$ cat src/design/rgb_to_hsv_hsl_defines.svh
// Assertion macros for the color conversion block.
`ifndef RGB_TO_HSV_HSL_DEFINES_SVH
`define RGB_TO_HSV_HSL_DEFINES_SVH
`ifndef SYNTH
`define RHH_ASSERT(lbl, clk, rst_n, expr) \
  lbl: assert property (@(posedge clk) disable iff (!rst_n) (expr)) \
    else $error("rgb_to_hsv_hsl check failed");
`define RHH_ASSERT_NEXT(lbl, clk, rst_n, ante, cons) \
  lbl: assert property (@(posedge clk) disable iff (!rst_n) (ante) |=> (cons)) \
    else $error("rgb_to_hsv_hsl check failed");
`else
`define RHH_ASSERT(lbl, clk, rst_n, expr)
`define RHH_ASSERT_NEXT(lbl, clk, rst_n, ante, cons)
`endif
`endif

$ cat src/design/rhh_pkg.sv
// Shared widths, codes and stage types of the color conversion block.
package rhh_pkg;
  localparam int CHANNEL_BITS = 8;
  localparam int FULL = (1 << CHANNEL_BITS) - 1;
  localparam int HB = 9;
  localparam int LB = CHANNEL_BITS + 1;
  localparam int QB = (HB > CHANNEL_BITS + 1) ? HB : CHANNEL_BITS + 1;
  localparam int DB = CHANNEL_BITS + 1;
  localparam int NB = DB + QB;
  localparam int HUE_WRAP = 360;
  localparam int HUE_SCALE = 60;
  localparam int OFF_RED = 360;
  localparam int OFF_GREEN = 120;
  localparam int OFF_BLUE = 240;
  localparam int PIPE = QB + 2;

  localparam logic [1:0] MAX_RED = 2'd0;
  localparam logic [1:0] MAX_GREEN = 2'd1;
  localparam logic [1:0] MAX_BLUE = 2'd2;

  typedef struct packed {
    logic [NB-1:0] hue_num;
    logic [DB-1:0] hue_den;
    logic [NB-1:0] sv_num;
    logic [DB-1:0] sv_den;
    logic [NB-1:0] sl_num;
    logic [DB-1:0] sl_den;
  } div_req_t;

  typedef struct packed {
    logic                    grey;
    logic [CHANNEL_BITS-1:0] mx;
    logic [LB-1:0]           sum;
  } side_t;
endpackage

$ cat src/design/rhh_pix_if.sv
// Pixel request channel.
interface rhh_pix_if;
  logic                             valid;
  logic                             ready;
  logic [rhh_pkg::CHANNEL_BITS-1:0] red;
  logic [rhh_pkg::CHANNEL_BITS-1:0] green;
  logic [rhh_pkg::CHANNEL_BITS-1:0] blue;
  modport source (output valid, red, green, blue, input ready);
  modport sink (input valid, red, green, blue, output ready);
endinterface

$ cat src/design/rhh_res_if.sv
// Result request channel.
interface rhh_res_if;
  logic                             valid;
  logic                             ready;
  logic [rhh_pkg::HB-1:0]           hue_degrees;
  logic [rhh_pkg::CHANNEL_BITS-1:0] hsv_saturation;
  logic [rhh_pkg::CHANNEL_BITS-1:0] hsv_value;
  logic [rhh_pkg::CHANNEL_BITS-1:0] hsl_saturation;
  logic [rhh_pkg::LB-1:0]           lightness_doubled;
  modport source (output valid, hue_degrees, hsv_saturation, hsv_value, hsl_saturation,
                  lightness_doubled, input ready);
  modport sink (input valid, hue_degrees, hsv_saturation, hsv_value, hsl_saturation,
                lightness_doubled, output ready);
endinterface

$ cat src/design/rhh_front.sv
// Front stages: extremes, selection and divider operands.
module rhh_front (
  input  logic                             clk,
  input  logic                             en,
  input  logic [rhh_pkg::CHANNEL_BITS-1:0] red,
  input  logic [rhh_pkg::CHANNEL_BITS-1:0] green,
  input  logic [rhh_pkg::CHANNEL_BITS-1:0] blue,
  output rhh_pkg::div_req_t                req,
  output rhh_pkg::side_t                   side
);
  localparam int CB = rhh_pkg::CHANNEL_BITS;
  localparam int NB = rhh_pkg::NB;
  localparam int DB = rhh_pkg::DB;

  logic [CB-1:0] mx_r, mx_nxt, mn_r, mn_nxt, pa_r, pa_nxt, pb_r, pb_nxt;
  logic [1:0]    sel_r, sel_nxt;
  rhh_pkg::div_req_t req_r, req_nxt;
  rhh_pkg::side_t    side_r, side_nxt;
  logic [CB-1:0] d;
  logic [DB-1:0] sum, sden;
  logic [8:0]    off;

  always_comb begin
    mx_nxt = red;
    sel_nxt = rhh_pkg::MAX_RED;
    pa_nxt = green;
    pb_nxt = blue;
    if (!(red >= green && red >= blue)) begin
      if (green >= blue) begin
        mx_nxt = green;
        sel_nxt = rhh_pkg::MAX_GREEN;
        pa_nxt = blue;
        pb_nxt = red;
      end else begin
        mx_nxt = blue;
        sel_nxt = rhh_pkg::MAX_BLUE;
        pa_nxt = red;
        pb_nxt = green;
      end
    end
    mn_nxt = red;
    if (green < mn_nxt) mn_nxt = green;
    if (blue < mn_nxt) mn_nxt = blue;
  end

  always_comb begin
    d = mx_r - mn_r;
    sum = DB'(mx_r) + DB'(mn_r);
    if (sum >= DB'(rhh_pkg::FULL)) sden = DB'(2 * rhh_pkg::FULL) - sum;
    else sden = sum;
    unique case (sel_r)
      rhh_pkg::MAX_RED:   off = 9'(rhh_pkg::OFF_RED);
      rhh_pkg::MAX_GREEN: off = 9'(rhh_pkg::OFF_GREEN);
      rhh_pkg::MAX_BLUE:  off = 9'(rhh_pkg::OFF_BLUE);
      default:            off = 9'(rhh_pkg::OFF_BLUE);
    endcase
    req_nxt.hue_num = NB'(2) * (NB'(off) * NB'(d) + NB'(rhh_pkg::HUE_SCALE) * NB'(pa_r))
                      + NB'(d) - NB'(2 * rhh_pkg::HUE_SCALE) * NB'(pb_r);
    req_nxt.hue_den = {d, 1'b0};
    req_nxt.sv_num = NB'(2 * rhh_pkg::FULL) * NB'(d) + NB'(mx_r);
    req_nxt.sv_den = {mx_r, 1'b0};
    req_nxt.sl_num = NB'(2 * rhh_pkg::FULL) * NB'(d) + NB'(sden);
    req_nxt.sl_den = DB'({sden, 1'b0});
    side_nxt.grey = (d == '0);
    side_nxt.mx = mx_r;
    side_nxt.sum = sum;
  end

  always_ff @(posedge clk) begin
    if (en) begin
      mx_r <= mx_nxt;
      mn_r <= mn_nxt;
      pa_r <= pa_nxt;
      pb_r <= pb_nxt;
      sel_r <= sel_nxt;
      req_r <= req_nxt;
      side_r <= side_nxt;
    end
  end

  assign req = req_r;
  assign side = side_r;
endmodule

$ cat src/design/rhh_div.sv
// Restoring divider, one quotient bit per pipeline stage.
module rhh_div (
  input  logic                    clk,
  input  logic                    en,
  input  logic [rhh_pkg::NB-1:0]  num,
  input  logic [rhh_pkg::DB-1:0]  den,
  output logic [rhh_pkg::QB-1:0]  quo
);
  localparam int QB = rhh_pkg::QB;
  localparam int NB = rhh_pkg::NB;
  localparam int DB = rhh_pkg::DB;

  logic [NB-1:0] rem_r [QB];
  logic [DB-1:0] den_r [QB];
  logic [QB-1:0] q_r [QB];

  for (genvar k = 0; k < QB; k++) begin : g_stage
    logic [NB-1:0] rem_in, shd, rem_nxt;
    logic [DB-1:0] den_in;
    logic [QB-1:0] q_in, q_nxt;
    if (k == 0) begin : g_first
      assign rem_in = num;
      assign den_in = den;
      assign q_in = '0;
    end else begin : g_next
      assign rem_in = rem_r[k-1];
      assign den_in = den_r[k-1];
      assign q_in = q_r[k-1];
    end
    always_comb begin
      shd = NB'(den_in) << (QB - 1 - k);
      rem_nxt = rem_in;
      q_nxt = q_in;
      if (rem_in >= shd) begin
        rem_nxt = rem_in - shd;
        q_nxt[QB-1-k] = 1'b1;
      end
    end
    always_ff @(posedge clk) begin
      if (en) begin
        rem_r[k] <= rem_nxt;
        den_r[k] <= den_in;
        q_r[k] <= q_nxt;
      end
    end
  end

  assign quo = q_r[QB-1];
endmodule

$ cat src/design/rgb_to_hsv_hsl.sv
// Top level of the pipelined RGB to HSV and HSL converter.
// Usage:
//   in_pix carries one pixel (red, green, blue) per request under valid/ready.
//   out_res carries hue in degrees, HSV saturation and value, HSL saturation
//   and doubled lightness per request under valid/ready.
//   One result is given for every pixel, in order.
// Pipeline: the accepting edge loads the first of two front stages, then one
//   stage per quotient bit in three parallel dividers, and the output
//   register.
// Throughput: one pixel per cycle while the receiver takes results.
// Reset clears all valid bits; the pipeline comes up empty and ready.
// When the receiver stalls with a result held, the whole pipeline holds and
//   in_pix.ready drops; nothing is lost or repeated.
`include "rgb_to_hsv_hsl_defines.svh"
module rgb_to_hsv_hsl (
  input  logic       clk,
  input  logic       rst_n,
  rhh_pix_if.sink    in_pix,
  rhh_res_if.source  out_res
);
  localparam int CB = rhh_pkg::CHANNEL_BITS;
  localparam int QB = rhh_pkg::QB;
  localparam int PIPE = rhh_pkg::PIPE;

  logic adv;
  logic [PIPE-1:0] vl_r, vl_nxt;
  logic out_valid_r;
  rhh_pkg::div_req_t req;
  rhh_pkg::side_t    side;
  rhh_pkg::side_t    side_r [QB];
  logic [QB-1:0] hue_q, sv_q, sl_q, hue_w;
  logic [rhh_pkg::HB-1:0] hue_r, hue_nxt;
  logic [CB-1:0] sv_r, sv_nxt, sl_r, sl_nxt, mx_r;
  logic [rhh_pkg::LB-1:0] sum_r;

  assign adv = !out_valid_r || out_res.ready;
  assign in_pix.ready = adv;
  assign vl_nxt = {vl_r[PIPE-2:0], in_pix.valid};

  rhh_front u_front (
    .clk(clk), .en(adv), .red(in_pix.red), .green(in_pix.green), .blue(in_pix.blue),
    .req(req), .side(side)
  );

  rhh_div u_div_hue (.clk(clk), .en(adv), .num(req.hue_num), .den(req.hue_den), .quo(hue_q));
  rhh_div u_div_sv (.clk(clk), .en(adv), .num(req.sv_num), .den(req.sv_den), .quo(sv_q));
  rhh_div u_div_sl (.clk(clk), .en(adv), .num(req.sl_num), .den(req.sl_den), .quo(sl_q));

  always_ff @(posedge clk) begin
    if (adv) begin
      side_r[0] <= side;
      for (int k = 1; k < QB; k++) side_r[k] <= side_r[k-1];
    end
  end

  always_comb begin
    hue_w = hue_q;
    if (hue_q >= QB'(rhh_pkg::HUE_WRAP)) hue_w = hue_q - QB'(rhh_pkg::HUE_WRAP);
    hue_nxt = side_r[QB-1].grey ? '0 : rhh_pkg::HB'(hue_w);
    sv_nxt = side_r[QB-1].grey ? '0 : CB'(sv_q);
    sl_nxt = side_r[QB-1].grey ? '0 : CB'(sl_q);
  end

  always_ff @(posedge clk) begin
    if (!rst_n) begin
      vl_r <= '0;
      out_valid_r <= 1'b0;
    end else if (adv) begin
      vl_r <= vl_nxt;
      out_valid_r <= vl_r[PIPE-1];
    end
  end

  always_ff @(posedge clk) begin
    if (adv) begin
      hue_r <= hue_nxt;
      sv_r <= sv_nxt;
      sl_r <= sl_nxt;
      mx_r <= side_r[QB-1].mx;
      sum_r <= side_r[QB-1].sum;
    end
  end

  assign out_res.valid = out_valid_r;
  assign out_res.hue_degrees = hue_r;
  assign out_res.hsv_saturation = sv_r;
  assign out_res.hsv_value = mx_r;
  assign out_res.hsl_saturation = sl_r;
  assign out_res.lightness_doubled = sum_r;

  `RHH_ASSERT(a_hue_range, clk, rst_n, !out_valid_r || hue_r < rhh_pkg::HB'(rhh_pkg::HUE_WRAP))
  `RHH_ASSERT(a_black_sat, clk, rst_n, !out_valid_r || mx_r != '0 || sv_r == '0)
  `RHH_ASSERT(a_light_ge_val, clk, rst_n, !out_valid_r || sum_r >= rhh_pkg::LB'(mx_r))
  `RHH_ASSERT_NEXT(a_stall_hold, clk, rst_n, !adv, $stable(vl_r))
endmodule
$ cat src/flat_wrapper.sv
// flat-port wrapper written by rule: the top's interface ports become plain ports
module rgb_to_hsv_hsl_flat 
  (clk, rst_n, in_pix_valid, in_pix_red, in_pix_green, in_pix_blue, in_pix_ready, out_res_valid, out_res_hue_degrees, out_res_hsv_saturation, out_res_hsv_value, out_res_hsl_saturation, out_res_lightness_doubled, out_res_ready);
  rhh_pix_if in_pix_i ();
  rhh_res_if out_res_i ();
  input  logic clk;
  input  logic rst_n;
  input wire logic [$bits(in_pix_i.valid)-1:0] in_pix_valid;
  input wire logic [$bits(in_pix_i.red)-1:0] in_pix_red;
  input wire logic [$bits(in_pix_i.green)-1:0] in_pix_green;
  input wire logic [$bits(in_pix_i.blue)-1:0] in_pix_blue;
  output wire logic [$bits(in_pix_i.ready)-1:0] in_pix_ready;
  output wire logic [$bits(out_res_i.valid)-1:0] out_res_valid;
  output wire logic [$bits(out_res_i.hue_degrees)-1:0] out_res_hue_degrees;
  output wire logic [$bits(out_res_i.hsv_saturation)-1:0] out_res_hsv_saturation;
  output wire logic [$bits(out_res_i.hsv_value)-1:0] out_res_hsv_value;
  output wire logic [$bits(out_res_i.hsl_saturation)-1:0] out_res_hsl_saturation;
  output wire logic [$bits(out_res_i.lightness_doubled)-1:0] out_res_lightness_doubled;
  input wire logic [$bits(out_res_i.ready)-1:0] out_res_ready;
  assign in_pix_i.valid = in_pix_valid;
  assign in_pix_i.red = in_pix_red;
  assign in_pix_i.green = in_pix_green;
  assign in_pix_i.blue = in_pix_blue;
  assign in_pix_ready = in_pix_i.ready;
  assign out_res_valid = out_res_i.valid;
  assign out_res_hue_degrees = out_res_i.hue_degrees;
  assign out_res_hsv_saturation = out_res_i.hsv_saturation;
  assign out_res_hsv_value = out_res_i.hsv_value;
  assign out_res_hsl_saturation = out_res_i.hsl_saturation;
  assign out_res_lightness_doubled = out_res_i.lightness_doubled;
  assign out_res_i.ready = out_res_ready;
  rgb_to_hsv_hsl u_core (.clk(clk), .rst_n(rst_n), .in_pix(in_pix_i), .out_res(out_res_i));
endmodule
$ cat config.mk
export PLATFORM = sky130hd
export DESIGN_NAME = rgb_to_hsv_hsl_flat
export DESIGN_NICKNAME = d
export VERILOG_FILES = /design/src/design/rhh_pkg.sv /design/src/design/rhh_pix_if.sv /design/src/design/rhh_res_if.sv /design/src/design/rhh_front.sv /design/src/design/rhh_div.sv /design/src/design/rgb_to_hsv_hsl.sv /design/src/flat_wrapper.sv
export VERILOG_INCLUDE_DIRS = /design/src /design/src/design
export SDC_FILE = /design/constraint.sdc
export NUM_CORES = 2
export LEC_CHECK = 0
export ABC_CLOCK_PERIOD_IN_PS = 111800
export BUFFER_PORTS_ARGS = -buffer_cell sky130_fd_sc_hd__buf_2
export CAP_MARGIN = 20
export CORE_ASPECT_RATIO = 0.75
export CORE_MARGIN = 5
export CORE_UTILIZATION = 32
export CTS_CLUSTER_DIAMETER = 120
export DETAILED_ROUTE_END_ITERATION = 10
export SLEW_MARGIN = 20
export SYNTH_ARGS = -nofsm -noshare
export SYNTH_HDL_FRONTEND = slang
export SYNTH_SLANG_ARGS = --single-unit
export TNS_END_PERCENT = 50
$ cat constraint.sdc
create_clock -name clk -period 111.8 [get_ports clk]
set_input_delay 22.36 -clock clk [delete_from_list [all_inputs] [get_ports clk]]
set_output_delay 22.36 -clock clk [all_outputs]
set_load 0.005 [all_outputs]
; ---- After elaboration in Yosys (flattened, before gate mapping)
; Memory sizes are Yosys's and may differ from the RTL's. A register that Yosys moved wholly into a read port is not among the register bits.
; Index checks and enable logic that the tools add are counted.
[word_totals]
elab_cells = 176
latchBits = 0
ram_bits = 1134
register_bits = 160
output_inout_bits = 44
input_bits = 28
memories = 10
rom_bits = 0
[memory_table]
columns = name, depth, word_bits, rd, rd_clocked_by_memory_dff, wr, line
row1 = u_core.side_r, 9, 18, 9, 0, 9, rgb_to_hsv_hsl.sv:30  ; rhh_pkg::side_t side_r [QB];
row2 = u_core.u_div_hue.rem_r, 9, 18, 8, 0, 9, rhh_div.sv:13  ; logic [NB-1:0] rem_r [QB];
row3 = u_core.u_div_sl.rem_r, 9, 18, 8, 0, 9, rhh_div.sv:13
row4 = u_core.u_div_sv.rem_r, 9, 18, 8, 0, 9, rhh_div.sv:13
row5 = u_core.u_div_hue.den_r, 9, 9, 8, 0, 9, rhh_div.sv:14  ; logic [DB-1:0] den_r [QB];
row6 = u_core.u_div_hue.q_r, 9, 9, 9, 0, 9, rhh_div.sv:15  ; logic [QB-1:0] q_r [QB];
row7 = +4 memories, n/a, n/a, n/a, n/a, n/a, n/a
[classes]
div = 0
mul = 4
add_sub_neg = 36
shift = 0
n_lt_le_gt_ge = 34
bitwise_logic = 0
n_reduce_logical = 5
eq_ne = 1
mux = 68
[ops]
columns = operator, count
row1 = 2-to-1 mux 18 bit, 27
row2 = subtractor 18 x 15 -> 18 bit, 4
row3 = 2-to-1 mux 8 bit, 8
row4 = greater-or-equal comparator 18 x 10 -> 1 bit, 3
row5 = greater-or-equal comparator 18 x 11 -> 1 bit, 3
row6 = greater-or-equal comparator 18 x 12 -> 1 bit, 3
row7 = greater-or-equal comparator 18 x 13 -> 1 bit, 3
row8 = greater-or-equal comparator 18 x 14 -> 1 bit, 3
row9 = greater-or-equal comparator 18 x 15 -> 1 bit, 3
row10 = greater-or-equal comparator 18 x 16 -> 1 bit, 3
row11 = greater-or-equal comparator 18 x 17 -> 1 bit, 3
row12 = greater-or-equal comparator 18 x 9 -> 1 bit, 3
row13 = subtractor 18 x 10 -> 18 bit, 3
row14 = subtractor 18 x 11 -> 18 bit, 3
row15 = subtractor 18 x 12 -> 18 bit, 3
row16 = subtractor 18 x 13 -> 18 bit, 3
row17 = subtractor 18 x 14 -> 18 bit, 3
row18 = subtractor 18 x 16 -> 18 bit, 3
row19 = subtractor 18 x 17 -> 18 bit, 3
row20 = subtractor 18 x 9 -> 18 bit, 3
row21 = 2-to-1 mux 1 bit, 29
row22 = greater-or-equal comparator 8 bit, 3
row23 = multiplier 4 x 8 -> 12 bit (first input constant), 2
row24 = adder 17 x 8 -> 18 bit, 1
row25 = 21 further kinds, 23

; ---- Logic depth before layout (Yosys ltp)
[depth]
word_depth = 6
depth_mapped = 32
ltp_nobuf = 32

; ---- Modules after synthesis
; From an unflattened synthesis, not the netlist that was laid out.
[hier_totals]
cells_unflattened = 4649
hier_area_um2 = 59024.1
[modules_own_cells]
columns = mod, instances, area_per_inst_um2, cells_per_inst, seq_area_each_um2
row1 = rhh_div at u_core.u_div_sv, 1, 13226.4, 1050, 7837.5
row2 = rhh_div at u_core.u_div_hue, 1, 13146.4, 1045, 7837.5
row3 = rhh_div at u_core.u_div_sl, 1, 13115.1, 1043, 7837.5
row4 = rhh_front, 1, 12655.9, 1204, 3483.3
row5 = rgb_to_hsv_hsl, 1, 6880.3, 307, 6366.1

; ---- Worst setup path before layout
; No wires, ideal clock.
[synth_path]
kind = input-to-output
startpoint = in out_res_ready
endpoint = out in_pix_ready
stages = 3
t_arrival_ns = 48.304
slack_ns = 41.136
n_path_buf = 1
t_required_ns = 89.440
path_cell_list = nor2b_1 -> inv_1 -> clkbuf_1
[synth_between]
elab_chain_len = 1
[synth_rtl]
columns = item, line
row1 = "start, declared", flat_wrapper.sv:19  ; input wire logic [$bits(out_res_i.ready)-1:0] out_res_ready;
row2 = logical OR 1 bit, rgb_to_hsv_hsl.sv:36  ; assign adv = !out_valid_r || out_res.ready;
row3 = "end, declared", flat_wrapper.sv:12  ; output wire logic [$bits(in_pix_i.ready)-1:0] in_pix_ready;
; No other way between the ends.

; ---- Worst setup path in the final report
; Same ends and word-level chain as after synthesis.

==> results.yml <==
worst_setup_path:
  critPathCaptureType: "output port"
  path_buf_inv: 3
  crit_arrival_ps: 23580
  worstRegToRegCells: 25
  cpMaxStageDelayCell: "nor2b_2"
  worst_ep_required_time_ps: 89440
  cp-start-kind: "input pin"
  crit_chain: "buf_2 > nor2b_2 > inv_8 > buf_2"
  crit_top_cell: "buf_2"
  worstPathMaxFanout: 106
  crit_family: "buffers and inverters"
  path_class: "in2out"
  max_stage_delay_ps: 510
  path_depth: 4
layout:
  register_area_mm2: 0.0287
  n_antenna_cell: 0
  area_growth_syn_to_layout_pct: 12.4
  final_nets: 4842
  final_common_cell: "edfxtp_1"
  nFillCells: 15300
  multi_input_area_mm2: 0.0203
  final_cell_mix: "949 x edfxtp_1, 538 x inv_1, 397 x ha_1, 256 x nand2_1, 250 x nor2_1"
  drive_gt1_share_pct: 7.00
timing:
  slew_viol_final: 0
  fin_skew_ps: 24.5
  fin_crit_sh_pct: 41.1
  setup-violations-final: 0
  tns_ps: 0
  fin_crit_ps: 45940
  tightest_slew_ps: 1110
  fmax_mhz: 21.8
  rsz0062_at_grt: "false"
  slew_headroom_pct: 25.6
  hold_viol: 0
floorplanning:
  fp-row-count: 127
  dieHeight_um: 357
  die_w_um: 472
  initial_core_util_pct: 32.1
  core_area_mm2: 0.160
  pin_count: 72
  dieArea_mm2: 0.168
worst_hold_path:
  hold_depth: 0
  hold_path_class: "reg2reg"
route:
  num_vias: 29800
  drc: 0
  drt-total-wl_um: 93000
  drt-pass1-iter-count: 5
  first_iter_violations: 1728
  vias_per_cell: 4.57
  wire_per_inst_um: 14.3
  ant_nets: 0
clock_tree:
  cts_made_buffers: 102
  cts-htree-levels: 3
  cts.reportedPaths.clkPinSlew_ps: 60
  post_cts_buffers: 0
  hold_buffers: 0
  cts_tree: "built"
  cts_max_path_buffers: 3
  cts.sinks: 961
  cts_root_buffer: "clkbuf_16"
  clock_latency_ps: 710
  cts_resized: 0
synth:
  synth_edf_count: 949
  ys.flop_type: "edfxtp_1"
  ys_types: 74
  ys_ff_latch: 961
  syn-instance-count: 4152
  synth-async-reset-ratio_pct: 0
  syn_area_mm2: 0.0513
  synth_nets: 4695
  yosysWarningCount: 0
  avgSynthCellArea_um2: 12.3
  synth-seq-area-share_pct: 56.1
outcome:
  status: "completed"
global_route:
  grt_antenna_before_repair: 0
  grt_pass1_wl_um: 155000
  grt-ovfl-total: 0
  grt_max_degree: 107
  grt_usage_pct: 11.1
  grt_pass1_vias: 29900
place:
  gp_congestion: 0.829
  hpwl_um: 68500
  io_buffers: 71
run:
  cap_viol_max_count: 0
==> synthesized netlist by cell type (all sizes together) (7+ instances only) <==
| master | instances | area [µm²] |
|---|---|---|
| and3 | 8 | 50.1 |
| nand2b | 47 | 294 |
| mux2i | 78 | 781 |
| nor4b | 8 | 70.1 |
| o211ai | 8 | 60.1 |
| a31oi | 8 | 50.1 |
| mux2 | 32 | 360 |
| or4 | 14 | 105 |
| nor3b | 9 | 67.6 |
| or2 | 13 | 81.3 |
| fa | 118 | 2360 |
| a221oi | 7 | 61.3 |
| nand4 | 39 | 244 |
| a21boi | 51 | 383 |
| ha | 397 | 4970 |
| nor2b | 89 | 557 |
| nand3b | 15 | 113 |
| edfxtp | 949 | 28500 |
| nand3 | 41 | 205 |
| inv | 539 | 2020 |
| nand4b | 13 | 114 |
| buf | 11 | 58.8 |
| nor2 | 251 | 958 |
| o31ai | 42 | 315 |
| xnor2 | 163 | 1430 |
| o21bai | 14 | 105 |
| nor4 | 64 | 400 |
| a211oi | 21 | 158 |
| and2 | 9 | 56.3 |
| a21o | 73 | 548 |
| dfxtp | 12 | 240 |
| xor2 | 114 | 998 |
| o21ai | 203 | 1020 |
| nor3 | 73 | 375 |
| o21a | 46 | 345 |
| clkbuf | 40 | 150 |
| a21oi | 201 | 1010 |
| or3 | 12 | 80.1 |
| nand2 | 256 | 961 |
==> stage by stage <==
stage | util (%) | std cells | hold slack (ps) | setup slack (ps) | instance area (µm²)
after floorplan | - | 4152 | 400 | 41140 | 51300
after global placement | 34.0 | 6321 | 401 | 65350 | 54200
after detailed placement | 34.0 | 6321 | 405 | 65290 | 54200
after CTS | 36.1 | 6509 | 401 | 65330 | 57600
after global routing | 36.1 | 6511 | 412 | 65670 | 57600
final | 36.1 | 6511 | 408 | 65860 | 57600
==> sequential cells by signal, summed over array words and instances (netlist names), 9 cells and up <==
register,count
u_core.out_res.hue_degrees,9
u_core.out_res.lightness_doubled,9
u_core.side_r,146
u_core.u_div_hue.den_r,48
u_core.u_div_hue.q_r,45
u_core.u_div_hue.rem_r,144
u_core.u_div_sl.den_r,56
u_core.u_div_sl.q_r,36
u_core.u_div_sl.rem_r,136
u_core.u_div_sv.q_r,36
u_core.u_div_sv.rem_r,144
u_core.u_front.req,73
u_core.u_front.side,9
u_core.vl_r,11
==> metal layers <==
| layer | vias up | global-route usage (%) | wire (µm) |
|---|---|---|---|
| met5 | - | 0 | 0 |
| li1 | 15200 | - | - |
| met3 | 160 | 2.16 | 3340 |
| met2 | 443 | 17.5 | 40500 |
| met1 | 14000 | 15.7 | 46700 |
| met4 | 0 | 3.16 | 2450 |
==> worst paths after layout <==
check                          from  slack (ps)                     end
min reg2reg    u_core.side_r[1][21]         410    u_core.side_r[1][39]
min            u_core.side_r[1][21]         410    u_core.side_r[1][39]
max reg2reg  u_core.u_front.mx_r[1]      103590  u_core.u_front.req[24]
max                   out_res_ready       65860            in_pix_ready
==> logic make-up after synthesis <==
group / Yosys count / synth area share, %
adders and majority gates: 515 / 14.3
muxes: 110 / 2.23
xor gates and xnor gates: 277 / 4.73
and+or+nand+nor: 971 / 9.41
AOI/OAI and AO/OA: 727 / 8.90
DFF: 961 / 56.1
buffers and inverters: 591 / 4.36
==> cell type report <==
| type | count | share of cell area (%) |
|---|---|---|
| Sequential cell | 961 | 49.9 |
| Multi-Input combinational cell | 2600 | 35.2 |
| Tap cell | 2128 | 4.62 |
| Clock buffer | 117 | 4.56 |
| Inverter | 540 | 3.53 |
| Clock inverter | 71 | 1.24 |
| Timing Repair Buffer | 94 | 0.923 |
Power is left out: the tool's default activity adds up to more than one toggle a clock period on the data nets, which glitch-free logic cannot reach.
